==> src/wse_pkg.sv <==
// Shared types, constants and the arithmetic helper of the wheel speed estimator.
package wse_pkg;

    localparam logic [8:0]  SPEED_MAX      = 9'd500;
    localparam int          DISTANCE_WIDTH = 32;
    localparam logic [10:0] DEG_TO_RAD_Q16 = 11'd1144;
    localparam logic [15:0] RECIP10_Q19    = 16'd52429;
    localparam logic [8:0]  MIN_LOW        = 9'd10;
    localparam logic [8:0]  MIN_HIGH       = 9'd290;

    localparam logic [1:0] REG_PULSE_SCALE  = 2'd0;
    localparam logic [1:0] REG_BODY_RADIUS  = 2'd1;
    localparam logic [1:0] REG_TARGET_SPEED = 2'd2;

    typedef struct packed {
        logic [15:0] pulse_scale;
        logic [15:0] body_radius;
        logic [8:0]  target_speed;
    } cfg_t;

    typedef struct packed {
        logic capture;
        logic mult;
        logic wheel;
        logic turn;
        logic vehicle;
        logic accum;
        logic filter;
        logic load;
    } dp_cmd_t;

    function automatic logic [8:0] slew_clamp(input logic signed [25:0] now_v,
                                              input logic [8:0] last_v);
        logic signed [26:0] last_s;
        logic signed [26:0] diff;
        logic signed [26:0] val;
        last_s = $signed({18'b0, last_v});
        diff   = $signed({now_v[25], now_v}) - last_s;
        if (diff > 27'sd100) begin
            val = last_s + 27'sd100;
        end else if (diff < -27'sd100) begin
            val = last_s - 27'sd100;
        end else begin
            val = $signed({now_v[25], now_v});
        end
        if (val < 27'sd0) begin
            return 9'd0;
        end else if (val > $signed({18'b0, SPEED_MAX})) begin
            return SPEED_MAX;
        end
        return val[8:0];
    endfunction

endpackage

==> src/wse_regs.sv <==
// Configuration register file with its APB-style access port.
module wse_regs (
    input  logic              aclk,
    input  logic              aresetn,
    input  logic              psel,
    input  logic              penable,
    input  logic              pwrite,
    input  logic [3:0]        paddr,
    input  logic [31:0]       pwdata,
    output logic [31:0]       prdata,
    output logic              pready,
    output wse_pkg::cfg_t     cfg
);
    import wse_pkg::*;

    logic [15:0] pulse_scale_reg;
    logic [15:0] body_radius_reg;
    logic [8:0]  target_speed_reg;
    logic        wr_en;

    assign pready = 1'b1;
    assign wr_en  = psel & penable & pwrite & pready;

    always_ff @(posedge aclk) begin
        if (!aresetn) begin
            pulse_scale_reg  <= 16'd256;
            body_radius_reg  <= 16'd2560;
            target_speed_reg <= 9'd200;
        end else if (wr_en) begin
            unique case (paddr[3:2])
                REG_PULSE_SCALE:  pulse_scale_reg  <= pwdata[15:0];
                REG_BODY_RADIUS:  body_radius_reg  <= pwdata[15:0];
                REG_TARGET_SPEED: target_speed_reg <= pwdata[8:0];
                default: ;
            endcase
        end
    end

    always_comb begin
        unique case (paddr[3:2])
            REG_PULSE_SCALE:  prdata = {16'b0, pulse_scale_reg};
            REG_BODY_RADIUS:  prdata = {16'b0, body_radius_reg};
            REG_TARGET_SPEED: prdata = {23'b0, target_speed_reg};
            default:          prdata = 32'b0;
        endcase
    end

    assign cfg = '{pulse_scale: pulse_scale_reg, body_radius: body_radius_reg,
                   target_speed: target_speed_reg};

endmodule

==> src/wse_ctrl.sv <==
// Sequencer that steps the datapath through one tick and owns the stream handshakes.
module wse_ctrl (
    input  logic              aclk,
    input  logic              aresetn,
    input  logic              s_tvalid,
    output logic              s_tready,
    output logic              m_tvalid,
    input  logic              m_tready,
    output wse_pkg::dp_cmd_t  cmd
);
    import wse_pkg::*;

    typedef enum logic [7:0] {
        ST_IDLE    = 8'b0000_0001,
        ST_MULT    = 8'b0000_0010,
        ST_WHEEL   = 8'b0000_0100,
        ST_TURN    = 8'b0000_1000,
        ST_VEHICLE = 8'b0001_0000,
        ST_ACCUM   = 8'b0010_0000,
        ST_FILTER  = 8'b0100_0000,
        ST_DONE    = 8'b1000_0000
    } state_t;

    state_t state_reg, state_next;
    logic   out_valid_reg, out_valid_next;
    logic   load;

    assign s_tready = (state_reg == ST_IDLE);
    assign m_tvalid = out_valid_reg;
    assign load     = (state_reg == ST_DONE) && (!out_valid_reg || m_tready);

    always_comb begin
        state_next = state_reg;
        unique case (state_reg)
            ST_IDLE:    if (s_tvalid) state_next = ST_MULT;
            ST_MULT:    state_next = ST_WHEEL;
            ST_WHEEL:   state_next = ST_TURN;
            ST_TURN:    state_next = ST_VEHICLE;
            ST_VEHICLE: state_next = ST_ACCUM;
            ST_ACCUM:   state_next = ST_FILTER;
            ST_FILTER:  state_next = ST_DONE;
            ST_DONE:    if (load) state_next = ST_IDLE;
            default:    state_next = ST_IDLE;
        endcase
    end

    always_comb begin
        out_valid_next = out_valid_reg;
        if (load) begin
            out_valid_next = 1'b1;
        end else if (m_tready) begin
            out_valid_next = 1'b0;
        end
    end

    always_ff @(posedge aclk) begin
        if (!aresetn) begin
            state_reg     <= ST_IDLE;
            out_valid_reg <= 1'b0;
        end else begin
            state_reg     <= state_next;
            out_valid_reg <= out_valid_next;
        end
    end

    assign cmd = '{capture: (state_reg == ST_IDLE) && s_tvalid,
                   mult:    (state_reg == ST_MULT),
                   wheel:   (state_reg == ST_WHEEL),
                   turn:    (state_reg == ST_TURN),
                   vehicle: (state_reg == ST_VEHICLE),
                   accum:   (state_reg == ST_ACCUM),
                   filter:  (state_reg == ST_FILTER),
                   load:    load};

endmodule

==> src/wse_dp.sv <==
// Datapath: wheel scaling, slew limits, yaw correction, distances, filter and gain band.
module wse_dp (
    input  logic                                aclk,
    input  logic                                aresetn,
    input  wse_pkg::dp_cmd_t                    cmd,
    input  wse_pkg::cfg_t                       cfg,
    input  logic [15:0]                         left_pulses,
    input  logic [15:0]                         right_pulses,
    input  logic                                left_direction,
    input  logic                                right_direction,
    input  logic signed [15:0]                  yaw_rate,
    input  logic                                roundabout_active,
    input  logic [1:0]                          distance_clear,
    output logic [8:0]                          left_speed,
    output logic [8:0]                          right_speed,
    output logic [8:0]                          vehicle_speed,
    output logic [wse_pkg::DISTANCE_WIDTH-1:0]  run_distance,
    output logic [wse_pkg::DISTANCE_WIDTH-1:0]  roundabout_distance,
    output logic [8:0]                          smoothed_min_speed,
    output logic [1:0]                          gain_band
);
    import wse_pkg::*;

    logic [15:0]                lp_reg, rp_reg;
    logic                       ldir_reg, rdir_reg, active_reg;
    logic signed [15:0]         yaw_reg;
    logic [1:0]                 clr_reg;
    logic [31:0]                lprod_reg, rprod_reg;
    logic signed [31:0]         yprod_reg;
    logic signed [42:0]         corr_reg;
    logic signed [21:0]         turn_reg;
    logic [28:0]                fprod_reg;

    logic [8:0]                 left_reg, right_reg, veh_reg, min_reg;
    logic [DISTANCE_WIDTH-1:0]  run_reg, rd_reg;

    logic [8:0]                 left_out_reg, right_out_reg, veh_out_reg, min_out_reg;
    logic [DISTANCE_WIDTH-1:0]  run_out_reg, rd_out_reg;
    logic [1:0]                 band_out_reg;

    logic signed [31:0]         yprod_next;
    logic signed [42:0]         corr_next;
    logic signed [25:0]         lraw, rraw;
    logic signed [45:0]         t_right, t_left, t_sel;
    logic signed [45:0]         t_shift;
    logic signed [21:0]         turn_next;
    logic [9:0]                 wheel_sum;
    logic [DISTANCE_WIDTH-1:0]  run_base, rd_base, run_next, rd_next;
    logic [12:0]                filt_sum;
    logic [9:0]                 m_raw;
    logic [8:0]                 m_clamped;
    logic [12:0]                m_x10, set_x3, set_x7;
    logic [1:0]                 band;

    assign yprod_next = $signed({1'b0, cfg.body_radius}) * yaw_reg;
    assign corr_next  = yprod_reg * $signed({1'b0, DEG_TO_RAD_Q16});

    assign lraw = ldir_reg ? $signed({2'b0, lprod_reg[31:8]})
                           : -$signed({2'b0, lprod_reg[31:8]});
    assign rraw = rdir_reg ? -$signed({2'b0, rprod_reg[31:8]})
                           : $signed({2'b0, rprod_reg[31:8]});

    assign t_right   = $signed({13'b0, right_reg, 24'b0}) - {{3{corr_reg[42]}}, corr_reg};
    assign t_left    = $signed({13'b0, left_reg, 24'b0}) + {{3{corr_reg[42]}}, corr_reg};
    assign wheel_sum = {1'b0, left_reg} + {1'b0, right_reg};

    always_comb begin
        t_sel     = t_right;
        t_shift   = '0;
        turn_next = $signed({13'b0, wheel_sum[9:1]});
        if (yaw_reg > 16'sd50 || yaw_reg < -16'sd50) begin
            t_sel   = (yaw_reg > 16'sd50) ? t_right : t_left;
            t_shift = t_sel >>> 24;
            if (t_sel[45] && (t_sel[23:0] != 24'b0)) begin
                turn_next = t_shift[21:0] + 22'sd1;
            end else begin
                turn_next = t_shift[21:0];
            end
        end
    end

    assign run_base = clr_reg[0] ? '0 : run_reg;
    assign rd_base  = clr_reg[1] ? '0 : rd_reg;
    assign run_next = run_base + DISTANCE_WIDTH'(veh_reg);
    assign rd_next  = active_reg ? rd_base + DISTANCE_WIDTH'(veh_reg) : rd_base;
    assign filt_sum = {4'b0, min_reg} + {1'b0, veh_reg, 3'b0} + {4'b0, veh_reg};

    assign m_raw     = fprod_reg[28:19];
    assign m_clamped = (m_raw < {1'b0, MIN_LOW})  ? MIN_LOW  :
                       (m_raw > {1'b0, MIN_HIGH}) ? MIN_HIGH : m_raw[8:0];

    assign m_x10  = {min_reg, 3'b0} + {3'b0, min_reg, 1'b0};
    assign set_x3 = {3'b0, cfg.target_speed, 1'b0} + {4'b0, cfg.target_speed};
    assign set_x7 = {2'b0, cfg.target_speed, 2'b0} + set_x3;

    always_comb begin
        if (m_x10 <= set_x3) begin
            band = 2'd0;
        end else if (m_x10 <= set_x7) begin
            band = 2'd1;
        end else if (min_reg <= cfg.target_speed) begin
            band = 2'd2;
        end else begin
            band = 2'd3;
        end
    end

    always_ff @(posedge aclk) begin
        if (cmd.capture) begin
            lp_reg     <= left_pulses;
            rp_reg     <= right_pulses;
            ldir_reg   <= left_direction;
            rdir_reg   <= right_direction;
            yaw_reg    <= yaw_rate;
            active_reg <= roundabout_active;
            clr_reg    <= distance_clear;
        end
        if (cmd.mult) begin
            lprod_reg <= 32'(lp_reg) * 32'(cfg.pulse_scale);
            rprod_reg <= 32'(rp_reg) * 32'(cfg.pulse_scale);
            yprod_reg <= yprod_next;
        end
        if (cmd.wheel) begin
            corr_reg <= corr_next;
        end
        if (cmd.turn) begin
            turn_reg <= turn_next;
        end
        if (cmd.accum) begin
            fprod_reg <= 29'(filt_sum) * 29'(RECIP10_Q19);
        end
        if (cmd.load) begin
            left_out_reg  <= left_reg;
            right_out_reg <= right_reg;
            veh_out_reg   <= veh_reg;
            run_out_reg   <= run_reg;
            rd_out_reg    <= rd_reg;
            min_out_reg   <= min_reg;
            band_out_reg  <= band;
        end
    end

    always_ff @(posedge aclk) begin
        if (!aresetn) begin
            left_reg  <= '0;
            right_reg <= '0;
            veh_reg   <= '0;
            run_reg   <= '0;
            rd_reg    <= '0;
            min_reg   <= '0;
        end else begin
            if (cmd.wheel) begin
                left_reg  <= slew_clamp(lraw, left_reg);
                right_reg <= slew_clamp(rraw, right_reg);
            end
            if (cmd.vehicle) begin
                veh_reg <= slew_clamp({{4{turn_reg[21]}}, turn_reg}, veh_reg);
            end
            if (cmd.accum) begin
                run_reg <= run_next;
                rd_reg  <= rd_next;
            end
            if (cmd.filter) begin
                min_reg <= m_clamped;
            end
        end
    end

    assign left_speed          = left_out_reg;
    assign right_speed         = right_out_reg;
    assign vehicle_speed       = veh_out_reg;
    assign run_distance        = run_out_reg;
    assign roundabout_distance = rd_out_reg;
    assign smoothed_min_speed  = min_out_reg;
    assign gain_band           = band_out_reg;

endmodule

==> src/wheel_speed_estimator.sv <==
// Top level of the wheel speed estimator: stream ports, register port and block wiring.
//
// One input transfer carries one control tick and yields exactly one result transfer.
// A tick runs through a fixed seven-step sequence after it is accepted (wheel and yaw
// multiplies, wheel slew limit with the yaw constant multiply, turning speed, vehicle
// slew limit, distance sums with the filter multiply, filter clamp, result load), and
// no new tick is taken before the result of the last one is loaded. A finished result
// sits in its own output register; the next tick is accepted as soon as that result
// is loaded, and a stalled result only holds the sequencer in its final step.
// Registers come up as pulse_scale 256, body_radius 2560 and target_speed 200 and
// should be written only while no tick is in flight.
module wheel_speed_estimator (
    input  logic         aclk,
    input  logic         aresetn,
    input  logic         s_tvalid,
    output logic         s_tready,
    // left_pulses[15:0], right_pulses[31:16], left_direction[32], right_direction[33],
    // yaw_rate[49:34], roundabout_active[50], distance_clear[52:51], zero[55:53]
    input  logic [55:0]  s_tdata,
    output logic         m_tvalid,
    input  logic         m_tready,
    // left_speed[8:0], right_speed[17:9], vehicle_speed[26:18], run_distance[58:27],
    // roundabout_distance[90:59], smoothed_min_speed[99:91], gain_band[101:100],
    // zero[103:102]
    output logic [103:0] m_tdata,
    input  logic         psel,
    input  logic         penable,
    input  logic         pwrite,
    input  logic [3:0]   paddr,
    input  logic [31:0]  pwdata,
    output logic [31:0]  prdata,
    output logic         pready
);
    import wse_pkg::*;

    cfg_t                      cfg;
    dp_cmd_t                   cmd;
    logic [8:0]                left_speed, right_speed, vehicle_speed, smoothed_min_speed;
    logic [DISTANCE_WIDTH-1:0] run_distance, roundabout_distance;
    logic [1:0]                gain_band;

    wse_regs u_regs (
        .aclk    (aclk),
        .aresetn (aresetn),
        .psel    (psel),
        .penable (penable),
        .pwrite  (pwrite),
        .paddr   (paddr),
        .pwdata  (pwdata),
        .prdata  (prdata),
        .pready  (pready),
        .cfg     (cfg)
    );

    wse_ctrl u_ctrl (
        .aclk     (aclk),
        .aresetn  (aresetn),
        .s_tvalid (s_tvalid),
        .s_tready (s_tready),
        .m_tvalid (m_tvalid),
        .m_tready (m_tready),
        .cmd      (cmd)
    );

    wse_dp u_dp (
        .aclk                (aclk),
        .aresetn             (aresetn),
        .cmd                 (cmd),
        .cfg                 (cfg),
        .left_pulses         (s_tdata[15:0]),
        .right_pulses        (s_tdata[31:16]),
        .left_direction      (s_tdata[32]),
        .right_direction     (s_tdata[33]),
        .yaw_rate            ($signed(s_tdata[49:34])),
        .roundabout_active   (s_tdata[50]),
        .distance_clear      (s_tdata[52:51]),
        .left_speed          (left_speed),
        .right_speed         (right_speed),
        .vehicle_speed       (vehicle_speed),
        .run_distance        (run_distance),
        .roundabout_distance (roundabout_distance),
        .smoothed_min_speed  (smoothed_min_speed),
        .gain_band           (gain_band)
    );

    assign m_tdata = {2'b0, gain_band, smoothed_min_speed, roundabout_distance,
                      run_distance, vehicle_speed, right_speed, left_speed};

endmodule
==> config.mk <==
export PLATFORM = sky130hd
export DESIGN_NAME = wheel_speed_estimator
export DESIGN_NICKNAME = d
export VERILOG_FILES = /design/src/wse_pkg.sv /design/src/wse_regs.sv /design/src/wse_ctrl.sv /design/src/wse_dp.sv /design/src/wheel_speed_estimator.sv
export SDC_FILE = /design/constraint.sdc
export NUM_CORES = 2
export LEC_CHECK = 0
export ABC_CLOCK_PERIOD_IN_PS = 13200
export BUFFER_PORTS_ARGS = -buffer_cell sky130_fd_sc_hd__buf_2
export CAP_MARGIN = 25
export CORE_MARGIN = 5
export CORE_UTILIZATION = 55
export DETAILED_ROUTE_END_ITERATION = 10
export PLACE_DENSITY = 0.81
export SLEW_MARGIN = 20
export SYNTH_ARGS = -nofsm -noshare
export SYNTH_HDL_FRONTEND = slang
export SYNTH_HIERARCHICAL = 1
export SYNTH_SLANG_ARGS = --single-unit
==> constraint.sdc <==
create_clock -name aclk -period 13.2 [get_ports aclk]
set_clock_uncertainty 0.1 [all_clocks]
set_input_delay 0.66 -clock aclk [delete_from_list [all_inputs] [get_ports aclk]]
set_output_delay 0.66 -clock aclk [all_outputs]
set_load 0.02 [all_outputs]
==> flow_results.org <==
** Worst hold path
- The min-delay analysis places its worst path in the category input port to flip-flop.

** Route
- Antenna-violating nets left :: 0
- The detailed router placed 44105 vias in this run.
- For this run, design rule violations remaining after detail routing come to 0.
- Detailed-routing iteration count for the pre-antenna-repair pass :: 6
- In the routed layout, each cell is associated on average with a via count of 5.73.
- The first routing iteration left 3325 violations.
- In the final routed layout, each cell accounts on average for 18.4 µm.
- The final layout contains routed wiring with a total length of 141000 µm.

** Layout
- Compared with the post-synthesis result, the final layout area differs by 6.99%.
- Excluding fillers, the count of instances in the completed layout stands at 7694.
- Share of final-layout standard cells stronger than drive strength 1 :: 6.87%
- Layout Nets :: 7749
- The layout has 8578 filler cells.
- Largest register FFs :: 40

** Place
- Detailed placer's ending HPWL :: 109000 µm
- Routability congestion estimate :: 0.925
- During placement, the flow inserted port buffers numbering 197.
- Placed cell count :: 7587

** Floorplanning
- Row count :: 119
- Top-level I/O count :: 238
- The die is 336 µm wide.
- The initial utilization of the core area, before any placement, comes to 55.4%.
- After floorplanning, the core was sized to cover 105000 µm².
- The die covers 113000 µm².
- The floorplan step set the die height to 336 µm.

** STA
- Endpoints failing hold :: 0
- For the final routed database, the setup TNS stands at 0 ns.
- The worst path uses 63.5% of the clock period.
- The routed design could run at a clock period as short as 8.38 ns.
- Setup-failing EPs final :: 0
- Tightest slew margin relative to the limit :: 32.7%
- Slew at the pin closest to its max-slew limit :: 1.01 ns
- Setup repair after global routing left no endpoint under its margin.
- Based on the critical path, the design can be clocked at up to 119 MHz.
- The number of max-slew violations in the final report came to 0.

** GRT
- Entering global routing, the biggest net connects 81 pins.
- Wire length of the first global-routing pass :: 232000 µm
- Vias in the first global route :: 45791
- Number of antenna violations at the first check in global routing :: 5
- GR Overflow Total :: 0
- Total track usage :: 25.1%

** Status
- Outcome :: completed

** Job
- Max-cap violation count :: 0

** Setup path
- FF-to-FF Start :: u_dp/veh_reg[3]
- STA puts the critical path data arrival time at 8.70 ns.
- In this run the critical register-to-register path is captured at u_dp/fprod_reg[27].
- For flop-to-flop paths, the worst setup slack is 4.82 ns.
- For the worst flop-to-flop path, the logic depth is 31.
- The worst setup path is of the flip-flop to flip-flop kind.
- Startpoint Class :: flip-flop
- In this design, the critical path's most frequently occurring cell is sky130_fd_sc_hd__fa_1.
- On the worst path, the slowest cell contributes a delay of 0.64 ns.
- Setup crit end kind :: flip-flop
- Data on the critical path is required at its endpoint by 13.52 ns.
- Biggest fanout along the worst timing path :: 9
- The most critical setup path has its startpoint at u_dp/veh_reg[3].
- The largest individual stage delay along the critical path comes from the cell sky130_fd_sc_hd__dfxtp_1.
- In this run the worst setup path terminates at u_dp/fprod_reg[27].

** Pwr
- The internal portion of the total power is 0.00327 W.
- Switching fraction of total power :: 35.2%
- Of the total power, registers draw 34.4%.
- Maximum ir drop on the vdd rail :: 135 µV
- Dividing total power by cell area gives a power density of 80.7 nW/µm².
- The clock network accounts for 30.1% of the total power.
- The analysis attributes to net switching a power of 0.00177 W.
- Leakage power summed over all cells :: 29.3 nW
- Combinational cells account for 35.5% of the total power.
- Power Total :: 0.00504 W

** Logic synthesis
- Of the post-synthesis cell area, the dominant cell type holds 25.3%.
- In the post-synthesis netlist, the biggest area contributors are sky130_fd_sc_hd__fa_1 (25%), sky130_fd_sc_hd__edfxtp_1 (16%), sky130_fd_sc_hd__ha_1 (14%).
- For this run, the number of Yosys warnings is 6.
- Cell type with the highest aggregate area in the netlist :: sky130_fd_sc_hd__fa_1
- Most frequent cells after synthesis :: sky130_fd_sc_hd__inv_1 (951), sky130_fd_sc_hd__fa_1 (738), sky130_fd_sc_hd__nand2_1 (737), sky130_fd_sc_hd__ha_1 (655), sky130_fd_sc_hd__edfxtp_1 (307)
- In the synthesized netlist the dominant register cell turns out to be sky130_fd_sc_hd__edfxtp_1.
- Summing the sequential cell areas from Yosys gives 20.9% of the chip area.
- Proportion of register bits with asynchronous set or reset after synthesis :: 0%
- By instance count, the leading cell after synthesis is sky130_fd_sc_hd__inv_1.
- The synthesized design contains 457 register bits.
- The number of different library cells used by synthesis comes to 109.
- Counting flops with a built-in enable in the synthesized netlist gives 307.
- The synthesized netlist occupies a cell area of 58400 µm².
- Cells after Synth :: 6163
- Avg Inst Size Synth :: 9.47 µm²

** Clocking
- The cell sitting at the root of the clock tree is a sky130_fd_sc_hd__clkbuf_16.
- Clock tree from TritonCTS :: built
- Post-CTS Resized :: 0
- Worst-path clk slew :: 0.07 ns
- The H-tree was split into 2 levels.
- Clock sink count :: 457
- Post-CTS setup buffers :: 0
- Hold-fix buffer count after cts :: 0
- The number of clock buffers added by TritonCTS is 53.
- Clock Latency Late Sink :: 0.66 ns
- Maximum buffer depth of the clock tree :: 3
[critical path, delay by kind of cell, from the launching register on]
| family | cells | cell delay (ns) |
|---|---|---|
| AOI/OAI and AO/OA | 13 | 2.43 |
| xor gates and xnor gates | 2 | 0.51 |
| adders and majority gates | 8 | 3.66 |
| buffers and inverters | 4 | 0.48 |
| DFF | 1 | 0.64 |
| and+or+nand+nor | 4 | 0.31 |
[area by class of cell]
| class | instances | area, µm² | area share [%] |
|---|---|---|---|
| Antenna cell | 1 | 2.50 | 0.00401 |
| Sequential cell | 457 | 12200 | 19.6 |
| Inverter | 952 | 3570 | 5.72 |
| Clock buffer | 70 | 1460 | 2.34 |
| Tap cell | 1391 | 1740 | 2.79 |
| Multi-Input combinational cell | 4544 | 41700 | 66.8 |
| Timing Repair Buffer | 249 | 1390 | 2.23 |
| Clock inverter | 30 | 362 | 0.579 |
[cells in the final DEF, fill, tap and decap left out, types with 17 or more instances in the layout]
cell and n:
sky130_fd_sc_hd__inv_1 950, sky130_fd_sc_hd__fa_1 738, sky130_fd_sc_hd__nand2_1 737, sky130_fd_sc_hd__ha_1 655
sky130_fd_sc_hd__edfxtp_1 307, sky130_fd_sc_hd__and2_1 305, sky130_fd_sc_hd__nor2_1 297, sky130_fd_sc_hd__xnor2_1 233
sky130_fd_sc_hd__buf_2 198, sky130_fd_sc_hd__a21oi_1 191, sky130_fd_sc_hd__dfxtp_1 150, sky130_fd_sc_hd__o21ai_0 128
sky130_fd_sc_hd__nor3_1 114, sky130_fd_sc_hd__xor2_1 99, sky130_fd_sc_hd__nand3_1 98, sky130_fd_sc_hd__mux2i_1 71
sky130_fd_sc_hd__nor2b_1 69, sky130_fd_sc_hd__a21o_1 56, sky130_fd_sc_hd__clkbuf_16 55, sky130_fd_sc_hd__o21a_1 54
sky130_fd_sc_hd__buf_4 49, sky130_fd_sc_hd__nand2b_1 48, sky130_fd_sc_hd__a31oi_1 43, sky130_fd_sc_hd__or3_1 40
sky130_fd_sc_hd__and3_1 39, sky130_fd_sc_hd__nand4_1 38, sky130_fd_sc_hd__o21bai_1 36, sky130_fd_sc_hd__o211ai_1 30
sky130_fd_sc_hd__or2_2 26, sky130_fd_sc_hd__nor4_1 24, sky130_fd_sc_hd__o31ai_1 22, sky130_fd_sc_hd__a22oi_1 21
sky130_fd_sc_hd__conb_1 19, sky130_fd_sc_hd__or4_1 18, sky130_fd_sc_hd__a211oi_1 17
[cells by family (layout without fill, tap and decap cells)]
kind of cell	Yosys count	count (layout)	share of synthesized area (%)
other cells	3	20	0.0193
fa+ha+maj	1393	1393	39.4
simple gates	1961	1961	16.7
mux	76	76	1.33
buf+inv	1178	1301	7.81
xor+xnor	332	332	4.98
flops	457	457	20.9
compound gates	763	763	8.84
[metrics by stage]
stage | setup slack (ns) | hold slack (ns) | instance area [µm²] | utilization [%]
6_report | 4.82 | 0.0701 | 62400 | 59.3
5_1_grt | 4.44 | 0.0486 | 62400 | 59.3
4_1_cts | 4.89 | 0.0270 | 62400 | 59.2
3_5_place_dp | 4.98 | 0.339 | 60500 | 57.5
3_3_place_gp | 5.04 | 0.322 | 60500 | 57.5
2_1_floorplan | 5.43 | 0.308 | 58400 | -
[power by group through the flow]
| stage | Combinational [W] | Sequential, W | Clock (W) |
|---|---|---|---|
| finish | 0.00179 | 0.00173 | 0.00152 |
| global route | 0.00203 | 0.00174 | 0.00160 |
| CTS | 0.00178 | 0.00173 | 0.00155 |
| detailed placement | 0.00175 | 0.00176 | 0 |
| global placement | 0.00169 | 0.00176 | 0 |
| floorplan | 0.00139 | 0.00169 | 0 |
[worst min path at each step]
stage	from	to	slack [ns]	cells after the start
3_3_place_gp	u_dp/rd_reg[31]	u_dp/roundabout_distance[31]	0.32	0
6_report	s_tdata[51]	u_dp/clr_reg[0]	0.07	1
3_5_place_dp	u_dp/run_reg[6]	u_dp/run_distance[6]	0.34	0
5_1_grt	s_tdata[32]	u_dp/ldir_reg	0.05	1
4_1_cts	s_tdata[35]	u_dp/yaw_reg[1]	0.03	1
2_1_floorplan	u_dp/rd_reg[31]	u_dp/roundabout_distance[31]	0.31	0
[routing by layer]
| layer | wire (µm) | track usage [%] | up-vias |
|---|---|---|---|
| met4 | 5330 | 9.28 | 0 |
| met1 | 58300 | 33.1 | 21590 |
| met3 | 10700 | 3.77 | 342 |
| li1 | - | - | 20417 |
| met5 | 0 | 0 | - |
| met2 | 67100 | 42.3 | 1756 |
Note: power is estimated with default switching activity, not from simulation.
